File: config.mk
export PLATFORM = sky130hd
export DESIGN_NAME = lcd_bar_graph_glyphs
export DESIGN_NICKNAME = d
export VERILOG_FILES = /design/src/sv/lbg_pkg.sv /design/src/sv/lcd_bar_graph_glyphs.sv
export SDC_FILE = /design/constraint.sdc
export NUM_CORES = 1
export LEC_CHECK = 0
export ABC_AREA = 1
export BUFFER_PORTS_ARGS = -buffer_cell sky130_fd_sc_hd__buf_2
export CAP_MARGIN = 25
export CORE_MARGIN = 4
export CORE_UTILIZATION = 35
export DETAILED_ROUTE_END_ITERATION = 8
export PLACE_DENSITY = 0.61
export SYNTH_ARGS = -nofsm -noshare
export SYNTH_HDL_FRONTEND = slang
export SYNTH_SLANG_ARGS = --single-unit
File: constraint.sdc
create_clock -name clk_i -period 5 [get_ports clk_i]
set_input_delay 0.25 -clock clk_i [delete_from_list [all_inputs] [get_ports clk_i]]
set_output_delay 0.25 -clock clk_i [all_outputs]
set_load 0.05 [all_outputs]
File: src/sv/lbg_pkg.sv
// Package for the LCD bar-graph glyph generator: widths, codes and glyph lookup.
`default_nettype none
package lbg_pkg;

  // Defaults for the top-level parameters
  localparam int MaxCellsDef    = 16;
  localparam int CellColumnsDef = 5;

  // Field widths
  localparam int LevelW  = 8;
  localparam int GlyphW  = 8;
  localparam int CellIdxW = 4;
  localparam int CountW  = 5;
  localparam int GlyphsW = 40;
  localparam int GlyphBytes = GlyphsW / GlyphW;
  localparam int CfgDataW = GlyphsW;

  // Threshold width: every threshold stays at or below full scale
  localparam int ThrW = 9;

  // Restoring divider steps, one quotient bit per cycle
  localparam int DivSteps = LevelW;

  // Reset values of the registers
  localparam logic [LevelW-1:0]  FullScaleRst  = 8'd255;
  localparam logic [CountW-1:0]  CellCountRst  = 5'd16;
  localparam logic [GlyphW-1:0]  EmptyGlyphRst = 8'd32;
  localparam logic [GlyphsW-1:0] LevelGlyphsRst = 40'h04_0302_0100;

  typedef enum logic [1:0] {
    REG_FULL_SCALE   = 2'd0,
    REG_CELL_COUNT   = 2'd1,
    REG_EMPTY_GLYPH  = 2'd2,
    REG_LEVEL_GLYPHS = 2'd3
  } cfg_reg_e;

  typedef enum logic [1:0] {
    ST_IDLE,
    ST_DIV,
    ST_SETUP,
    ST_EMIT
  } lbg_state_e;

  // Glyph for b+1 filled columns; bytes beyond the register read zero
  function automatic logic [GlyphW-1:0] glyph_sel(input logic [GlyphsW-1:0] glyphs,
                                                  input logic [3:0] b);
    logic [GlyphW-1:0] g;
    g = '0;
    if (int'(b) < GlyphBytes) begin
      g = glyphs[GlyphW*int'(b) +: GlyphW];
    end
    return g;
  endfunction

endpackage
`default_nettype wire

File: src/sv/lcd_bar_graph_glyphs.sv
// Top level: level value to a row of character-LCD bar-graph glyph codes.
//
//  channel  | handshake                  | payload
//  ---------+----------------------------+------------------------------------------
//  input    | in_valid_i / in_ready_o    | level_i
//  output   | out_valid_o / out_ready_i  | cell_glyph_o, cell_index_o, last_cell_o
//  config   | cfg_we_i (no wait)         | cfg_idx_i, cfg_data_i
//
// One transaction in gives n output transactions, n = cell_count clamped to
// MAX_CELLS (none for a zero count). A transaction runs through accept, 8
// divider steps, setup and then the n cells; the shared restoring subtractor
// does one step per cycle, the emitter one cell per cycle unless the output stalls.
// A stalled output holds the emitter; the next input is taken once the
// sequencer is back in idle, even while the last cell still waits.
// Reset brings the configuration registers to their defaults and empties the output stage.
`default_nettype none
module lcd_bar_graph_glyphs #(
  parameter int MAX_CELLS    = lbg_pkg::MaxCellsDef,
  parameter int CELL_COLUMNS = lbg_pkg::CellColumnsDef
) (
  input  wire logic                        clk_i,
  input  wire logic                        rst_ni,
  // configuration
  input  wire logic                        cfg_we_i,
  input  wire logic [1:0]                  cfg_idx_i,
  input  wire logic [lbg_pkg::CfgDataW-1:0] cfg_data_i,
  // input
  input  wire logic                        in_valid_i,
  output logic                             in_ready_o,
  input  wire logic [lbg_pkg::LevelW-1:0]  level_i,
  // output
  output logic                             out_valid_o,
  input  wire logic                        out_ready_i,
  output logic [lbg_pkg::GlyphW-1:0]       cell_glyph_o,
  output logic [lbg_pkg::CellIdxW-1:0]     cell_index_o,
  output logic                             last_cell_o
);
  import lbg_pkg::*;

  localparam int NW    = $clog2(MAX_CELLS + 1);
  localparam int SpanW = $clog2(MAX_CELLS * CELL_COLUMNS + 1);
  localparam int BW    = (CELL_COLUMNS > 1) ? $clog2(CELL_COLUMNS) : 1;
  localparam int CntW  = $clog2(DivSteps);

  // Configuration registers
  logic [LevelW-1:0]  cfg_full_scale_q;
  logic [CountW-1:0]  cfg_cell_count_q;
  logic [GlyphW-1:0]  cfg_empty_glyph_q;
  logic [GlyphsW-1:0] cfg_level_glyphs_q;

  always_ff @(posedge clk_i or negedge rst_ni) begin
    if (!rst_ni) begin
      cfg_full_scale_q   <= FullScaleRst;
      cfg_cell_count_q   <= CellCountRst;
      cfg_empty_glyph_q  <= EmptyGlyphRst;
      cfg_level_glyphs_q <= LevelGlyphsRst;
    end else if (cfg_we_i) begin
      case (cfg_reg_e'(cfg_idx_i))
        REG_FULL_SCALE:   cfg_full_scale_q   <= cfg_data_i[LevelW-1:0];
        REG_CELL_COUNT:   cfg_cell_count_q   <= cfg_data_i[CountW-1:0];
        REG_EMPTY_GLYPH:  cfg_empty_glyph_q  <= cfg_data_i[GlyphW-1:0];
        REG_LEVEL_GLYPHS: cfg_level_glyphs_q <= cfg_data_i[GlyphsW-1:0];
        default: ;
      endcase
    end
  end

  // Sequencer and datapath state
  lbg_state_e state_q, state_d;

  logic [LevelW-1:0] level_q;
  logic [NW-1:0]     n_q;
  logic [SpanW-1:0]  span_q;
  logic [SpanW-1:0]  rem_q;     // divider remainder, r after the last step
  logic [LevelW-1:0] quo_q;     // dividend shifting out, q after the last step
  logic [CntW-1:0]   cnt_q;
  logic [ThrW-1:0]   base_q;    // lower edge of the current cell
  logic [ThrW-1:0]   qc_q;      // q * CELL_COLUMNS, width of one cell
  logic [NW-1:0]     cell_q;
  logic              ended_q;

  logic              out_valid_q;
  logic [GlyphW-1:0] glyph_q;
  logic [NW-1:0]     idx_q;
  logic              last_q;

  // Clamp of the cell count
  logic [NW-1:0] n_eff;
  always_comb begin
    if (32'(cfg_cell_count_q) > 32'(MAX_CELLS)) begin
      n_eff = NW'(MAX_CELLS);
    end else begin
      n_eff = NW'(cfg_cell_count_q);
    end
  end

  logic in_take;
  assign in_take = in_valid_i && in_ready_o;

  // Shared subtractor: one restoring division step per cycle
  logic [SpanW:0]   trial;
  logic             div_ge;
  logic [SpanW-1:0] rem_d;
  assign trial  = {rem_q, quo_q[LevelW-1]};
  assign div_ge = trial >= {1'b0, span_q};
  assign rem_d  = div_ge ? SpanW'(trial - {1'b0, span_q}) : SpanW'(trial);

  // Cell decision: full test and partial-step search over the columns
  logic [ThrW-1:0] lvl_ext;
  logic [ThrW-1:0] q_ext;
  logic            cell_full;
  logic            part_found;
  logic [BW-1:0]   part_b;
  logic            zero_first;
  logic [GlyphW-1:0] glyph_now;
  logic            end_now;
  logic            last_now;

  assign lvl_ext  = ThrW'(level_q);
  assign q_ext    = ThrW'(quo_q);
  assign cell_full = lvl_ext >= ThrW'(base_q + qc_q);
  assign zero_first = (cell_q == '0) && (level_q == '0);
  assign last_now  = cell_q == NW'(n_q - 1'b1);

  always_comb begin
    part_found = 1'b0;
    part_b     = '0;
    // descending so the smallest matching step wins
    for (int m = CELL_COLUMNS; m >= 1; m--) begin
      if (lvl_ext < ThrW'(base_q + ThrW'(m) * q_ext)) begin
        part_found = 1'b1;
        part_b     = BW'(m - 1);
      end
    end
  end

  always_comb begin
    glyph_now = cfg_empty_glyph_q;
    end_now   = 1'b0;
    if (!ended_q) begin
      if (cell_full) begin
        glyph_now = glyph_sel(cfg_level_glyphs_q, 4'(CELL_COLUMNS - 1));
      end else if (zero_first) begin
        end_now = 1'b1;
      end else if (part_found) begin
        glyph_now = glyph_sel(cfg_level_glyphs_q, 4'(part_b));
        end_now   = 1'b1;
      end
    end
  end

  // Outputs of the sequencer
  logic emit_load;
  always_comb begin
    in_ready_o = 1'b0;
    emit_load  = 1'b0;
    case (state_q)
      ST_IDLE: in_ready_o = 1'b1;
      ST_EMIT: emit_load  = !out_valid_q || out_ready_i;
      default: ;
    endcase
  end

  // Next state
  always_comb begin
    state_d = state_q;
    case (state_q)
      ST_IDLE:  if (in_valid_i && n_eff != '0) state_d = ST_DIV;
      ST_DIV:   if (cnt_q == CntW'(DivSteps - 1)) state_d = ST_SETUP;
      ST_SETUP: state_d = ST_EMIT;
      ST_EMIT:  if (emit_load && last_now) state_d = ST_IDLE;
      default:  state_d = ST_IDLE;
    endcase
  end

  always_ff @(posedge clk_i or negedge rst_ni) begin
    if (!rst_ni) begin
      state_q     <= ST_IDLE;
      out_valid_q <= 1'b0;
      ended_q     <= 1'b0;
    end else begin
      state_q <= state_d;
      if (emit_load) begin
        out_valid_q <= 1'b1;
      end else if (out_ready_i) begin
        out_valid_q <= 1'b0;
      end
      if (state_q == ST_SETUP) begin
        ended_q <= 1'b0;
      end else if (emit_load) begin
        ended_q <= ended_q | end_now;
      end
    end
  end

  // Payload registers
  always_ff @(posedge clk_i) begin
    case (state_q)
      ST_IDLE: begin
        if (in_take) begin
          level_q <= level_i;
          n_q     <= n_eff;
          span_q  <= SpanW'(int'(n_eff) * CELL_COLUMNS);
          rem_q   <= '0;
          quo_q   <= cfg_full_scale_q;
          cnt_q   <= '0;
        end
      end
      ST_DIV: begin
        rem_q <= rem_d;
        quo_q <= {quo_q[LevelW-2:0], div_ge};
        cnt_q <= cnt_q + 1'b1;
      end
      ST_SETUP: begin
        base_q <= ThrW'(rem_q);
        qc_q   <= ThrW'(ThrW'(quo_q) * ThrW'(CELL_COLUMNS));
        cell_q <= '0;
      end
      ST_EMIT: begin
        if (emit_load) begin
          glyph_q <= glyph_now;
          idx_q   <= cell_q;
          last_q  <= last_now;
          cell_q  <= cell_q + 1'b1;
          base_q  <= ThrW'(base_q + qc_q);
        end
      end
      default: ;
    endcase
  end

  assign out_valid_o  = out_valid_q;
  assign cell_glyph_o = glyph_q;
  assign cell_index_o = CellIdxW'(idx_q);
  assign last_cell_o  = last_q;

  // Divider remainder stays below the span throughout the division
  a_rem_bound: assert property (@(posedge clk_i) disable iff (!rst_ni)
    (state_q == ST_DIV) |-> (rem_q < span_q))
    else $error("divider remainder out of range");

  // Emitter never runs past the bar
  a_cell_bound: assert property (@(posedge clk_i) disable iff (!rst_ni)
    (state_q == ST_EMIT) |-> (cell_q < n_q))
    else $error("cell counter beyond cell count");

  // A cell handed over that is not the last moves on to the next cell
  a_cell_step: assert property (@(posedge clk_i) disable iff (!rst_ni)
    (emit_load && !last_now) |=> (state_q == ST_EMIT && cell_q == NW'($past(cell_q) + 1'b1)))
    else $error("cell sequence broken");

  // Last cell leaves the sequencer idle
  a_last_idle: assert property (@(posedge clk_i) disable iff (!rst_ni)
    (emit_load && last_now) |=> (state_q == ST_IDLE && out_valid_q && last_q))
    else $error("sequencer not idle after last cell");

endmodule
`default_nettype wire
Word level (Yosys, flattened, before mapping)
Index checks and enable logic that the tools add are counted.
Widths: inputs -> output; s select.

storage, ports and cells
  bits in registers = 139
  input bits = 55

operators by class
  $add $sub $neg = 10
  multipliers = 3
  magnitude comparators = 9
  equal/unequal tests = 13
  shift-type cells = 1
  muxes and demuxes = 41
  bitwise gates (word level) = 1
  reduce and logical (&&, ||, !) cells = 24

operators with widths
  operator             number
  $mux 8               6
  $add 9x9->9          5
  $lt 8x9->1           5
  $shiftx 40x7->8      1
  $mux 3               6
  $pmux 9 s2           1
  $pmux 8 s2           1
  $reduce_and 2->1     8
  $mux 1               15
  $mux 7               2
  $pmux 7 s2           1
  $mux 5               2
  $ne 2x2->1 const B   5
  $pmux 5 s2           1
  $add 9x8->9          1
  $ge 8x9->1           1
  $mul 2x8->9 const A  1
  $mul 8x3->9 const B  1
  $mux 9               1
  $eq 2x2->1 const B   4
  $ge 8x7->1           1
  $logic_not 8->1      1
  $pmux 2 s4           1
  $reduce_bool 2->1    4
  20 further kinds     27

Longest topological paths before layout
  depth after elaboration = 15
  mapped depth = 28
  depth with buffers taken out = 27

Worst setup path after synthesis
Ideal clock, no wire load.

  path type = flip-flop to flip-flop
  start point = register quo_q[1]
  end point = register glyph_q[5], in the netlist cell_glyph_o[5], data pin
  library setup time = 252 ps
  arrival = 3780 ps
  required time = 4748 ps
  slack = 968 ps
  cell stages (with the launch flop) = 26
  path buffers = 1
  clock period less this slack = 4032 ps
  path through = edfxtp_1 -> ha_1 -> ha_1 -> fa_1 -> ha_1 -> inv_1 -> xor2_1 -> ha_1 -> nand2_1 -> o21ai_0 -> nor2_1 -> o21ai_0 -> nand2_1 -> nand2_1 -> nand2_1 -> nand2_1 -> nand2_1 -> a21oi_4 -> nand3_2 -> nand2_4 -> buf_6 -> a21oi_1 -> nand2_1 -> nand2_1 -> nand2_1 -> nand2_1

on the way
  cells in the longest elaborated chain, start to end = 14
  elaborated cells between the ends (all ways) = 29
  classes of those cells = add/sub: 5; mul: 2; order compare: 6; shift: 1; mux: 15

RTL lines
  what                                           RTL line                      RTL
  start, declared                                lcd_bar_graph_glyphs.sv:75    logic [LevelW-1:0] quo_q;
  start signal, assigned                         lcd_bar_graph_glyphs.sv:205   quo_q <= cfg_full_scale_q;
  start signal, assigned                         lcd_bar_graph_glyphs.sv:211   quo_q <= {quo_q[LevelW-2:0], div_ge};
  $mul 8x3->9                                    lcd_bar_graph_glyphs.sv:130   if (lvl_ext < ThrW'(base_q + ThrW'(m) * q_ext)) begin
  $add 9x9->9                                    lcd_bar_graph_glyphs.sv:130
  $lt 8x9->1                                     lcd_bar_graph_glyphs.sv:130
  $mux 3 (5 in a row)                            lcd_bar_graph_glyphs.sv:130
  $shiftx 40x7->8 or $lt 3x3->1 (tied branches)  lbg_pkg.sv:50, lbg_pkg.sv:49
  $mux 8                                         lbg_pkg.sv:49                 if (int'(b) < GlyphBytes) begin
  $mux 8 *                                       lcd_bar_graph_glyphs.sv:145   end else if (part_found) begin
  $mux 8 *                                       lcd_bar_graph_glyphs.sv:143   end else if (zero_first) begin
  $mux 8 *                                       lcd_bar_graph_glyphs.sv:141   if (cell_full) begin
  $mux 8 *                                       lcd_bar_graph_glyphs.sv:140   if (!ended_q) begin
  net glyph_now[5]                               lcd_bar_graph_glyphs.sv:115   logic [GlyphW-1:0] glyph_now;
  end signal, assigned                           lcd_bar_graph_glyphs.sv:221   glyph_q <= glyph_now;
  end, declared                                  lcd_bar_graph_glyphs.sv:83    logic [GlyphW-1:0] glyph_q;

The timed path passes the listed nets; every way through them passes the cells marked *.
A chain may end at the register's enable or synchronous reset.

Final worst setup path
  start point = register quo_q[1]
  end point = register glyph_q[1], in the netlist cell_glyph_o[1], data pin

The elaborated chain is that of the path after synthesis.

==> impl_metrics.json <==
{
  "yosysTopAreaCell": "edfxtp_1",
  "fillers": 2685,
  "gr-usage-met2_pct": 25.8,
  "globalplace.congestion": 0.835,
  "r2r-start": "quo_q[1]",
  "clock-sinks": 137,
  "worstPathRequired_ns": 5.18,
  "syn_area_sq_um": 9710,
  "crit_buf_inv": 1,
  "grtUsageMet1_pct": 21.6,
  "r2r_slack_ns": 0.58,
  "wl_um": 23400,
  "start_util_pct": 35.8,
  "fin_setup_tns_ns": 0,
  "use_met3_pct": 2.57,
  "synthesis.nets": 1270,
  "async_flop_share_pct": 47.4,
  "synth_top_cells_by_count": "nand2_1 (278), ha_1 (117), inv_1 (113)",
  "endpoint_kind": "register",
  "die_h_um": 175,
  "dpl_cell_area_sq_um": 10500,
  "synthDistinctLibCells": 47,
  "first_pass_iters": 7,
  "critPathCapture": "cell_glyph_o[1]",
  "multi_input_area_sq_um": 5340,
  "status": "finished, violations left",
  "num_antenna_cells": 0,
  "cp-startpoint": "quo_q[1]",
  "syn_avg_cell_area_sq_um": 8.97,
  "path_delay_family": "adder cells",
  "critPathMaxStageDelay_ns": 0.73,
  "final_core_util_pct": 41.0,
  "cts_tree": "built",
  "r2r-end": "cell_glyph_o[1]",
  "reg2reg_depth": 24,
  "slowest_stage": "edfxtp_1",
  "clock_skew_ns": 0.0137,
  "portBuffers": 69,
  "ys_ff_latch": 137,
  "seqCellArea_sq_um": 3810,
  "coreArea_sq_um": 27100,
  "ant_nets": 0,
  "synth_edf_count": 72,
  "cts_resized": 0,
  "cp_common_cell": "nand2_1",
  "holdWs_ns": -0.00103,
  "crit_arrival_ns": 4.60,
  "grt_max_degree": 66,
  "dieArea_sq_um": 30500,
  "wl_per_cell_um": 15.1,
  "finalCriticalPeriod_ns": 4.42,
  "violations": "negative hold slack",
  "antenna_found_initial": 0,
  "yosysMostFrequentCell": "nand2_1",
  "tightest_slew_ns": 0.844,
  "num_vias": 7568,
  "fin_nets": 1352,
  "netlist_instances": 1083,
  "drt_iter0_drc": 461,
  "fp.dieW_um": 175,
  "cts-buffers-inserted": 17,
  "synth_ff_type": "edfxtp_1",
  "rsz0062_at_grt": "no",
  "final_max_slew_viol_count": 0,
  "yosysTopAreaCellShare_pct": 22.3,
  "htree_levels": 4,
  "busiest_layer": "met2",
  "path_depth": 24,
  "crit_chain": "ha_1, ha_1, fa_1, ha_1, inv_1, xor2_1, ha_1, nand2_1, o21ai_0, nor2_1, o21ai_0, nand2_1, nand2_1, nand2_1, nand2_1, nand2_1, a21oi_4, nand3_2, nand2_4, a21oi_1, nand2_1, nand2_1, nand2_1, nand2_1",
  "ctsLongestPathBuffers": 2,
  "grt.overflow.total": 0,
  "ys_seq_area_share_pct": 39.2,
  "clk_latency_ns": 0.43,
  "clk_pin_slew_worst_paths_ns": 0.07,
  "period_share_pct": 88.4,
  "via_per_inst": 4.88,
  "hold_violations": 1,
  "rows": 60,
  "drc": 0,
  "grt_pass1_wl_um": 38400,
  "root_buffer": "clkbuf_16",
  "ys_top_cells_by_area": "edfxtp_1 (22%), ha_1 (15%), dfrtp_1 (13%)",
  "grt.total_usage_pct": 15.7,
  "design_area_sq_um": 11100,
  "cts_post_setup_buffers_inserted": 0,
  "setup_viol": 0,
  "slew_headroom_pct": 43.8,
  "yosys_warnings": 0,
  "area_growth_pct": 14.4,
  "hold_class": "input pin to asynchronous set/reset pin",
  "first_global_vias": 7392,
  "start_kind": "register",
  "fmax_mhz": 226,
  "cap_violations": 0,
  "ios": 70,
  "drive_above_1_share_pct": 15.4,
  "dp_hpwl_um": 17900,
  "path_max_fanout": 16,
  "crit_type": "register to register"
}
## area by class of cell
| class | instances | share of cell area (%) |
|---|---|---|
| clock buffer | 21 | 4.25 |
| clock inverter | 11 | 0.755 |
| inverter | 119 | 4.05 |
| multi-input combinational | 807 | 48.1 |
| sequential | 137 | 34.3 |
| tap | 372 | 4.19 |
| timing repair buffer | 83 | 4.35 |
## registers in the layout, indices dropped and copies added, names as in the netlist, 7 cells and up
name	flops
level_q	8
cfg_full_scale_q	8
cfg_empty_glyph_q	8
qc_q	9
rem_q	7
cell_glyph_o	8
base_q	9
quo_q	8
cfg_level_glyphs_q	40
## placed cells by master (no fill, tap or decap), types with 3 or more instances in the layout
master / n
xor2_1: 28
inv_2: 3
fa_1: 15
inv_4: 3
o21bai_1: 5
o21ai_0: 64
nand3_1: 74
ha_1: 117
o22ai_1: 3
nand4_1: 11
a21o_1: 3
edfxtp_1: 72
nor3_1: 6
dfstp_2: 15
dfrtp_1: 50
nand3_2: 5
nand2_2: 6
nand2_4: 4
mux2_2: 31
dlygate4sd3_1: 8
a21oi_1: 72
nand3b_1: 5
buf_4: 5
nand2_1: 278
inv_1: 113
nor2_1: 34
xnor2_1: 21
buf_2: 69
clkbuf_16: 18
nor4_1: 4
## routing by layer
metal	wire, um	vias up
li1	-	3826
met1	11000	3532
met2	11100	177
met3	959	33
met4	393	0
met5	0	-
## how the worst min path moves through the flow
| stage | depth (start not counted) | slack, ns | endpoint | from |
|---|---|---|---|---|
| final | 2 | -0.001 | cfg_level_glyphs_q[27] | rst_ni |
| after global routing | 2 | 0.04 | cfg_level_glyphs_q[11] | cfg_data_i[11] |
| after CTS | 2 | 0.03 | cfg_level_glyphs_q[27] | rst_ni |
| after detailed placement | 1 | 0.43 | level_q[7] | level_i[7] |
| after global placement | 1 | 0.43 | level_q[7] | level_i[7] |
| after floorplan | 0 | -0.05 | cfg_cell_count_q[0] | rst_ni |
## per-stage QoR
stage | cells | setup slack, ns | hold slack [ns]
2_1_floorplan | 1083 | 0.968 | -0.0456
6_report | 1550 | 0.582 | -0.00103
4_1_cts | 1550 | 0.563 | 0.0312
3_3_place_gp | 1509 | 0.618 | 0.430
5_1_grt | 1550 | 0.0889 | 0.0379
3_5_place_dp | 1510 | 0.558 | 0.430
## repair_timing
| item | in CTS | in global routing |
|---|---|---|
| hold endpoints to repair | 8 | 0 |
| hold buffers | 8 | 0 |
| endpoints found under the setup margin | 0 | 0 |
## worst register-to-register path, stage by stage (launching register included)
cell      delay [ns]
edfxtp_1        0.73
ha_1            0.34
ha_1            0.25
fa_1            0.49
ha_1            0.34
inv_1           0.07
xor2_1          0.16
ha_1            0.29
nand2_1         0.06
o21ai_0         0.15
nor2_1          0.05
o21ai_0         0.07
nand2_1         0.07
nand2_1         0.06
nand2_1         0.04
nand2_1         0.06
nand2_1         0.09
a21oi_4         0.25
nand3_2         0.12
nand2_4         0.18
a21oi_1         0.07
nand2_1         0.07
nand2_1         0.05
nand2_1         0.05
nand2_1         0.04
## cells by family after synthesis
logic type,share of synthesized area [%]
fa+ha+maj,18.2
mux,3.60
buf+inv,5.80
compound gates,8.76
simple gates,20.0
xor+xnor,4.42
flops,39.2
Power is left out: the tool's default activity adds up to more than one toggle a clock period on the data nets, which glitch-free logic cannot reach.
